[src/hpa_pkg.sv]
package hpa_pkg;

   localparam logic [15:0] SIGN_MASK  = 16'h8000;
   localparam logic [15:0] EXP_MASK   = 16'h7c00;
   localparam logic [15:0] FRAC_MASK  = 16'h03ff;
   localparam logic [10:0] HIDDEN_BIT = 11'd1024;
   localparam logic [15:0] QNAN_BITS  = 16'h7e00;
   localparam logic [15:0] MAX_FINITE = 16'h7bff;
   localparam logic [4:0]  EXP_MAX    = 5'd31;

   // Unpacked operand pair after special-case screening and ordering.
   typedef struct packed {
      logic        special;    // result already known
      logic [15:0] spec_bits;
      logic        sign;
      logic [4:0]  exp_large;
      logic [10:0] mant_large;
      logic [10:0] mant_small;
      logic        subtract;
      logic [4:0]  diff;
   } align_type;

   // Raw sum before normalisation.
   typedef struct packed {
      logic        special;
      logic [15:0] spec_bits;
      logic        sign;
      logic [4:0]  exp_large;
      logic [11:0] mant;
   } add_type;

   // Normalised magnitude ready for range checks.
   typedef struct packed {
      logic        special;
      logic [15:0] spec_bits;
      logic        sign;
      logic signed [6:0] exp_norm;
      logic [9:0]  frac;
   } norm_type;

   function automatic logic [3:0] lead_shift(input logic [11:0] m);
      logic [3:0] sh;
      sh = 4'd0;
      for (int i = 0; i <= 10; i++) begin
         if (m[i]) sh = 4'(10 - i);
      end
      return sh;
   endfunction

endpackage

[src/hpa_unpack.sv]
module hpa_unpack (
   input  logic [15:0]              operand_a,
   input  logic [15:0]              operand_b,
   output hpa_pkg::align_type       unpacked
);
   import hpa_pkg::*;

   logic [4:0] ea, eb;
   logic [9:0] fa, fb;
   logic       sa, sb, a_nan, b_nan, a_inf, b_inf, a_ge;

   always_comb begin
      ea    = operand_a[14:10];
      eb    = operand_b[14:10];
      fa    = operand_a[9:0];
      fb    = operand_b[9:0];
      sa    = operand_a[15];
      sb    = operand_b[15];
      a_nan = (ea == EXP_MAX) && (fa != 10'd0);
      b_nan = (eb == EXP_MAX) && (fb != 10'd0);
      a_inf = (ea == EXP_MAX);
      b_inf = (eb == EXP_MAX);
      a_ge  = operand_a[14:0] >= operand_b[14:0];

      unpacked           = '0;
      unpacked.special   = 1'b1;
      if (a_nan || b_nan) begin
         unpacked.spec_bits = QNAN_BITS;
      end else if (a_inf || b_inf) begin
         if (a_inf && b_inf && (sa != sb)) unpacked.spec_bits = QNAN_BITS;
         else if (a_inf)                   unpacked.spec_bits = operand_a;
         else                              unpacked.spec_bits = operand_b;
      end else if ((ea == 5'd0) && (eb == 5'd0)) begin
         unpacked.spec_bits = operand_a & operand_b & SIGN_MASK;
      end else if (ea == 5'd0) begin
         unpacked.spec_bits = operand_b;
      end else if (eb == 5'd0) begin
         unpacked.spec_bits = operand_a;
      end else begin
         unpacked.special  = 1'b0;
         unpacked.subtract = sa ^ sb;
         if (a_ge) begin
            unpacked.sign       = sa;
            unpacked.exp_large  = ea;
            unpacked.mant_large = {1'b1, fa};
            unpacked.mant_small = {1'b1, fb};
            unpacked.diff       = ea - eb;
         end else begin
            unpacked.sign       = sb;
            unpacked.exp_large  = eb;
            unpacked.mant_large = {1'b1, fb};
            unpacked.mant_small = {1'b1, fa};
            unpacked.diff       = eb - ea;
         end
      end
   end

endmodule

[src/hpa_addsub.sv]
module hpa_addsub (
   input  hpa_pkg::align_type unpacked,
   output hpa_pkg::add_type   summed
);
   import hpa_pkg::*;

   logic [10:0] ms;

   always_comb begin
      ms = (unpacked.diff >= 5'd11) ? 11'd0 : (unpacked.mant_small >> unpacked.diff);
      summed.special   = unpacked.special;
      summed.spec_bits = unpacked.spec_bits;
      summed.sign      = unpacked.sign;
      summed.exp_large = unpacked.exp_large;
      if (unpacked.subtract) summed.mant = {1'b0, unpacked.mant_large} - {1'b0, ms};
      else                   summed.mant = {1'b0, unpacked.mant_large} + {1'b0, ms};
      // Exact cancellation gives positive zero.
      if (!unpacked.special && unpacked.subtract && (unpacked.mant_large == ms)) begin
         summed.special   = 1'b1;
         summed.spec_bits = 16'd0;
      end
   end

endmodule

[src/hpa_normalise.sv]
module hpa_normalise (
   input  hpa_pkg::add_type  summed,
   output hpa_pkg::norm_type normed
);
   import hpa_pkg::*;

   logic [3:0]  sh;
   logic [11:0] m;

   always_comb begin
      sh               = lead_shift(summed.mant);
      normed.special   = summed.special;
      normed.spec_bits = summed.spec_bits;
      normed.sign      = summed.sign;
      if (summed.mant[11]) begin
         m               = summed.mant >> 1;
         normed.exp_norm = $signed({2'b00, summed.exp_large}) + 7'sd1;
      end else begin
         m               = summed.mant << sh;
         normed.exp_norm = $signed({2'b00, summed.exp_large}) - $signed({3'b000, sh});
      end
      normed.frac = m[9:0];
   end

endmodule

[src/half_precision_adder.sv]
// binary16 adder with truncation toward zero.
// Input channel: req_valid/req_ready carry one beat of req_operand_a and
// req_operand_b. Result channel: rsp_valid/rsp_ready carry rsp_sum_bits and
// rsp_overflowed, one result beat for every input beat, in order.
// The datapath has four register stages: unpack and order, align and
// add, normalise, then range check into the output register. One beat is
// taken every cycle while the receiver keeps up.
// NaN gives 0x7E00, subnormals read as zero, underflow flushes to signed
// zero and overflow saturates to the largest finite value with
// rsp_overflowed set.
// When the receiver stalls, the whole pipeline holds and req_ready falls only
// when the output stage is full and would not drain; no beat is lost.
// Reset clears every valid bit and holds req_ready low; the block takes beats
// as soon as reset is released.
module half_precision_adder (
   input  logic        clock,
   input  logic        reset,
   input  logic        req_valid,
   output logic        req_ready,
   input  logic [15:0] req_operand_a,
   input  logic [15:0] req_operand_b,
   output logic        rsp_valid,
   input  logic        rsp_ready,
   output logic [15:0] rsp_sum_bits,
   output logic        rsp_overflowed
);
   import hpa_pkg::*;

   logic      advance;
   align_type s1_in, s1_ff;
   add_type   s2_in, s2_ff;
   norm_type  s3_in, s3_ff;
   logic      v1_ff, v2_ff, v3_ff, v4_ff;
   logic [15:0] sum_in, sum_ff;
   logic        ovf_in, ovf_ff;

   // Global enable: stages move together while the output can drain.
   assign advance   = !v4_ff || rsp_ready;
   assign req_ready = advance && !reset;

   hpa_unpack u_unpack (
      .operand_a (req_operand_a),
      .operand_b (req_operand_b),
      .unpacked  (s1_in)
   );

   hpa_addsub u_addsub (
      .unpacked (s1_ff),
      .summed   (s2_in)
   );

   hpa_normalise u_normalise (
      .summed (s2_ff),
      .normed (s3_in)
   );

   always_comb begin
      ovf_in = 1'b0;
      if (s3_ff.special) begin
         sum_in = s3_ff.spec_bits;
      end else if (s3_ff.exp_norm < 7'sd1) begin
         sum_in = {s3_ff.sign, 15'd0};
      end else if (s3_ff.exp_norm > 7'sd30) begin
         sum_in = {s3_ff.sign, MAX_FINITE[14:0]};
         ovf_in = 1'b1;
      end else begin
         sum_in = {s3_ff.sign, s3_ff.exp_norm[4:0], s3_ff.frac};
      end
   end

   always_ff @(posedge clock) begin
      if (reset) begin
         v1_ff <= 1'b0;
         v2_ff <= 1'b0;
         v3_ff <= 1'b0;
         v4_ff <= 1'b0;
      end else if (advance) begin
         v1_ff <= req_valid;
         v2_ff <= v1_ff;
         v3_ff <= v2_ff;
         v4_ff <= v3_ff;
      end
   end

   always_ff @(posedge clock) begin
      if (advance) begin
         s1_ff  <= s1_in;
         s2_ff  <= s2_in;
         s3_ff  <= s3_in;
         sum_ff <= sum_in;
         ovf_ff <= ovf_in;
      end
   end

   assign rsp_valid      = v4_ff;
   assign rsp_sum_bits   = sum_ff;
   assign rsp_overflowed = ovf_ff;

endmodule

[config.mk]
export PLATFORM = sky130hd
export DESIGN_NAME = half_precision_adder
export DESIGN_NICKNAME = d
export VERILOG_FILES = /design/src/hpa_pkg.sv /design/src/hpa_unpack.sv /design/src/hpa_addsub.sv /design/src/hpa_normalise.sv /design/src/half_precision_adder.sv
export SDC_FILE = /design/constraint.sdc
export NUM_CORES = 1
export LEC_CHECK = 0
export BUFFER_PORTS_ARGS = -buffer_cell sky130_fd_sc_hd__buf_2
export CAP_MARGIN = 20
export CORE_AREA = 2 2 119 150
export CTS_BUF_LIST = sky130_fd_sc_hd__clkbuf_8
export CTS_CLUSTER_DIAMETER = 100
export DETAILED_ROUTE_END_ITERATION = 6
export DIE_AREA = 0 0 121 152
export GPL_TIMING_DRIVEN = 0
export PLACE_DENSITY = 0.72
export SYNTH_ARGS = -nofsm -noshare
export SYNTH_HDL_FRONTEND = slang
export SYNTH_SLANG_ARGS = --single-unit
export TNS_END_PERCENT = 1
[constraint.sdc]
create_clock -name clock -period 4.6 [get_ports clock]
set_input_delay 0.69 -clock clock [delete_from_list [all_inputs] [get_ports clock]]
set_output_delay 0.69 -clock clock [all_outputs]
set_load 0.05 [all_outputs]
=== After elaboration in Yosys (flattened, before gate mapping) ===
Index checks and enable logic that the tools add are counted.

* Add/sub/neg operators: 6
* Order comparisons: 4
* Eq/ne operators: 4
* Shift operators: 2
* Multiplexer cells: 28
* Bitwise operators: 2
* Reduce and logical (&&, ||, !) cells: 21

{| class="wikitable"
|+ Operators by type and width
! kind !! count
|-
| $mux 16 || 7
|-
| $mux 4 || 11
|-
| $mux 15 || 2
|-
| $mux 28 || 1
|-
| $reduce_bool 10->1 || 2
|-
| $and 16x16->16 || 1
|-
| $ge 15x15->1 || 1
|-
| $add 11x11->12 || 1
|-
| $mux 12 || 1
|-
| $shl 12x4->10 || 1
|-
| $sub 11x11->12 || 1
|-
| $eq 11x11->1 || 1
|-
| $mux 11 || 1
|-
| $shr 11x5->11 || 1
|-
| $eq 5x5->1 const B || 2
|-
| $logic_not 5->1 || 2
|-
| $mux 10 || 1
|-
| $sub 5x5->5 || 2
|-
| $logic_and 1x1->1 || 8
|-
| $gt 7x6->1 const B || 1
|-
| $lt 7x2->1 const B || 1
|-
| $mux 7 || 1
|-
| $add 5x1->6 const B || 1
|-
| $sub 5x4->6 || 1
|-
| 10 further kinds || 15
|}

* Register bits after elaboration: 142
* Output and inout port bits: 19
* Logic and storage cells: 91

=== Logic depth before layout (Yosys ltp) ===
* Depth in word-level cells: 13
* Depth in mapped cells: 17
* Gate-level depth less buffers: 16

=== By module ===
Synthesis repeated with hierarchy kept, for this count alone.

* Cells, all modules: 829
* Area total of the unflattened synthesis: 8,767.2 µm²

{| class="wikitable"
|+ By module, submodules not included
! module !! times used !! cells each !! area each (µm²) !! seq. area each (µm²)
|-
| half_precision_adder || 1 || 212 || 4,578.1 || 4,224.1
|-
| hpa_addsub || 1 || 241 || 1,625.3 || 0.0
|-
| hpa_unpack || 1 || 232 || 1,537.7 || 0.0
|-
| hpa_normalise || 1 || 144 || 1,026.0 || 0.0
|}

=== Worst setup path before layout ===
No wires, ideal clock.

* Path type: in2reg
* From: input rsp_ready
* To: register ovf_ff, in the netlist rsp_overflowed, enable pin
* Setup time: 0.492 ns
* Arrival time: 3.471 ns
* Path slack: 0.637 ns
* Stages: 2
* Cell sequence: nor2b_1 inv_1

* Longest elaborated chain between the ends: 1

{| class="wikitable"
|+ RTL lines
! element !! line !! RTL
|-
| from (decl) || half_precision_adder.sv:23 || <nowiki>input logic rsp_ready,</nowiki>
|-
| $logic_or 1x1->1 || half_precision_adder.sv:38 || <nowiki>assign advance = !v4_ff || rsp_ready;</nowiki>
|-
| to (signal assigned) || half_precision_adder.sv:91 || <nowiki>ovf_ff <= ovf_in;</nowiki>
|-
| to (decl) || half_precision_adder.sv:35 || <nowiki>logic ovf_in, ovf_ff;</nowiki>
|}

Every way passes these cells.
A chain may end at the register's enable or synchronous reset.

==> out/qor.csv <==
stage;metric;value;unit
cts;Resize count post-CTS;0;
yosys;Yosys warning total;0;
yosys;top_reg_cell synth;edfxtp_1;
route;ANT nets after route;0;
sta;Hold Violations, Final;0;
yosys;Syn Inst Count;791;
critical_path;kind of critical path;register to register;
place;Detailed Place HPWL;13.12;mm
yosys;Seq/Total Area, Yosys;0.5013;
sta;Period minus WS final;4.152;ns
place;Area after DPL;8955;um2
finish;n_diodes;0;
critical_path;Reg2Reg Depth;17;
floorplanning;die area;18390;um2
cts;total CTS buffers;17;
route;Iteration-0 DRC Markers;339;
status;outcome;complete, no violations;
grt;gr usage total;0.1965;
finish;Nets;955;
finish;layout cells sized above 1;0.1344;
finish;final instance area;9314;um2
critical_path;Crit-path slowest cell;clkbuf_1;
floorplanning;width of the chip;121;um
cts;root buffer cell;clkbuf_8;
floorplanning;core area;17090;um2
hold_path;Hold Crit Depth;0;
yosys;Commonest cells post-synth;edfxtp_1, nor2_1, nand2_1;
critical_path;WP data required;4.79;ns
floorplanning;row count;54;
power_and_ir_drop;P per Cell Area;507.9;nW/um2
route;DRC viols;0;
sta;max-slew violations;0;
cts;post-CTS setup buffers;0;
power_and_ir_drop;maximum vdd ir drop;0.1933;mV
finish;Area growth, synth to finish;11.34;%
yosys;#FFs+latches synth;141;
cts;# H-tree levels;4;
grt;largest net degree at the start of global routing;97;
sta;Setup Skew;0.01184;ns
yosys;syn_nets;881;
sta;Worst Max-Slew Pin Slew;1.049;ns
cts;clk slew on worst S/H paths;0.08;ns
grt;initial antenna violation count;0;
yosys;share of the synthesized area in the top cell type;0.4918;
cts;Max clock buf depth;2;
grt;first-pass GRT wire length;28.23;mm
cts;CTS Hold Bufs;0;
yosys;FFs w/ async S/R, synth;0;
sta;Fmax;0.2408;GHz
route;detailed-route via count;6047;
hold_path;worst min path class;register to register;
cts;CTS tree;done;
route;WL/cell;15.90;um
critical_path;R2R Path Start;s1_ff[1];
job;Max Cap Violations;0;
route;DR vias/cell;5.487;
critical_path;slowest cell delay on critical path;0.44;ns
power_and_ir_drop;Total Power;4731;uW
sta;RSZ-0062 raised after global routing;false;
yosys;Synth Cell Area;8366;um2
grt;vias in the first global route;5921;
route;Pre-antenna DRT Iters;5;
sta;setup TNS;0;ns
place;routability cong.;0.9520;
route;routed wire length;17.52;mm
yosys;Post-synth EDFFs;137;
yosys;ranking of synthesized cells by area;edfxtp_1, ha_1, mux2i_1;
floorplanning;Starting Density;0.4894;
power_and_ir_drop;Leakage;0.004101;uW
hold_path;hold path start;s2_ff[31];
yosys;Syn Area/Cell;10.58;um2
critical_path;crit path capture type;register;
floorplanning;Die Height;152;um
yosys;Netlist cell types;71;
critical_path;kind of start point of the critical path;register;
critical_path;CP Cell Sequence;clkbuf_1 > clkbuf_1 > mux2i_1 > a21oi_1 > mux2i_1 > o22ai_1 > and2_1 > ha_1 > inv_1 > fa_1 > a21o_1 > a21oi_1 > o211ai_1 > a21o_1 > a21oi_1 > xor2_1 > mux2i_1;
sta;Slew headroom;0.2954;
floorplanning;Top Ports;55;
yosys;top-count cell post-synth;edfxtp_1;
finish;post-layout util;0.5449;
yosys;cell taking the most area after synthesis;edfxtp_1;
sta;final setup fails;0;
cts;# clock sinks;141;
critical_path;critical-path maximum fanout;10;
grt;global route overflow;0;
sta;Tcrit/Tclk final;0.9027;
critical_path;start point of the critical path;s1_ff[1];
place;port bufs;54;
critical_path;data arrival time of the critical path;4.34;ns
cts;clock latency at the later pin of the worst-skew pair;0.45;ns
-- metrics by stage --
stage                     setup WS (ns)  hold WS (ns)  cells
after floorplan                  0.6373        0.4003    791
after global placement          -0.3775        0.4009   1069
after detailed placement         0.3703        0.4045   1070
after CTS                        0.3604        0.4098   1102
after global routing            0.06401        0.4254   1102
final                            0.4477        0.4209   1102
-- per-layer routing --
layer,GRT usage,up-vias,wire [um]
met1,0.2270,2789,7078
met5,0,-,0
met4,0.09413,0,530
li1,-,3042,-
met3,0.03453,28,808
met2,0.3475,188,9106
-- cells in the final DEF (no fill, tap or decap), types with 4 or more instances in the layout --
| master | instances |
|---|---|
| and3_1 | 6 |
| ha_1 | 50 |
| a22oi_1 | 14 |
| mux2_2 | 6 |
| nand4_1 | 8 |
| a21o_1 | 18 |
| o211ai_1 | 5 |
| or3_1 | 5 |
| a221o_1 | 4 |
| dfxtp_1 | 4 |
| inv_6 | 4 |
| mux2i_1 | 44 |
| fa_1 | 4 |
| inv_1 | 59 |
| o21ai_1 | 8 |
| nor2b_1 | 26 |
| inv_2 | 5 |
| buf_2 | 60 |
| xor2_1 | 4 |
| o21ai_0 | 35 |
| nand3_1 | 7 |
| a21oi_1 | 47 |
| o31ai_1 | 5 |
| edfxtp_1 | 137 |
| nor3_1 | 18 |
| nor2_1 | 89 |
| and2_1 | 5 |
| nand2_1 | 59 |
| nor4_1 | 7 |
| xnor2_1 | 13 |
| clkbuf_8 | 17 |
| clkbuf_1 | 21 |
| nand2b_1 | 8 |
| a211oi_1 | 4 |
-- power breakdown --
group,internal (uW),switching [uW],leakage (uW)
combinational,696,1160,0.00234
clock,424,486,0.000184
sequential,1780,185,0.00158
total,2900,1830,0.00410
-- sequential cells by signal (all words and copies together), names as in the netlist --
register and cells:
rsp_overflowed 1, rsp_sum_bits 16, rsp_valid 1, s1_ff 50, s2_ff 35, s3_ff 35
v1_ff 1, v2_ff 1, v3_ff 1
-- critical path: cells and delay by family, from the launching register on --
family | cells | cell delay, ns
compound gates | 7 | 1.41
buf+inv | 3 | 0.78
fa+ha+maj | 2 | 0.56
flops | 1 | 0.37
mux | 3 | 0.37
simple gates | 1 | 0.20
xor+xnor | 1 | 0.19
-- logic make-up after synthesis --
logic type	Yosys count	synth area share
AOI/OAI and AO/OA	179	0.1430
xor gates and xnor gates	17	0.01780
adders and majority gates	55	0.08555
buffers and inverters	96	0.04667
DFF	141	0.5013
muxes	50	0.06072
and+or+nand+nor	253	0.1449
-- final timing paths --
check                    to  slack, ns
setup reg to reg  s2_ff[10]       0.45
setup / recovery  s2_ff[10]       0.45
hold / removal    s3_ff[31]       0.42
hold reg to reg   s3_ff[31]       0.42
-- area by class of cell --
class | instances | area, um2
flip-flops and latches | 141 | 4194
fillers | 1535 | 7780
inverters | 64 | 245.2
clock buffers | 17 | 234.0
well taps | 224 | 280.3
multi-input cells | 554 | 3787
clock inverters | 15 | 125.1
repair buffers | 55 | 297.8
plain buffers | 32 | 150.1
Power figures use the tool's default switching activity.
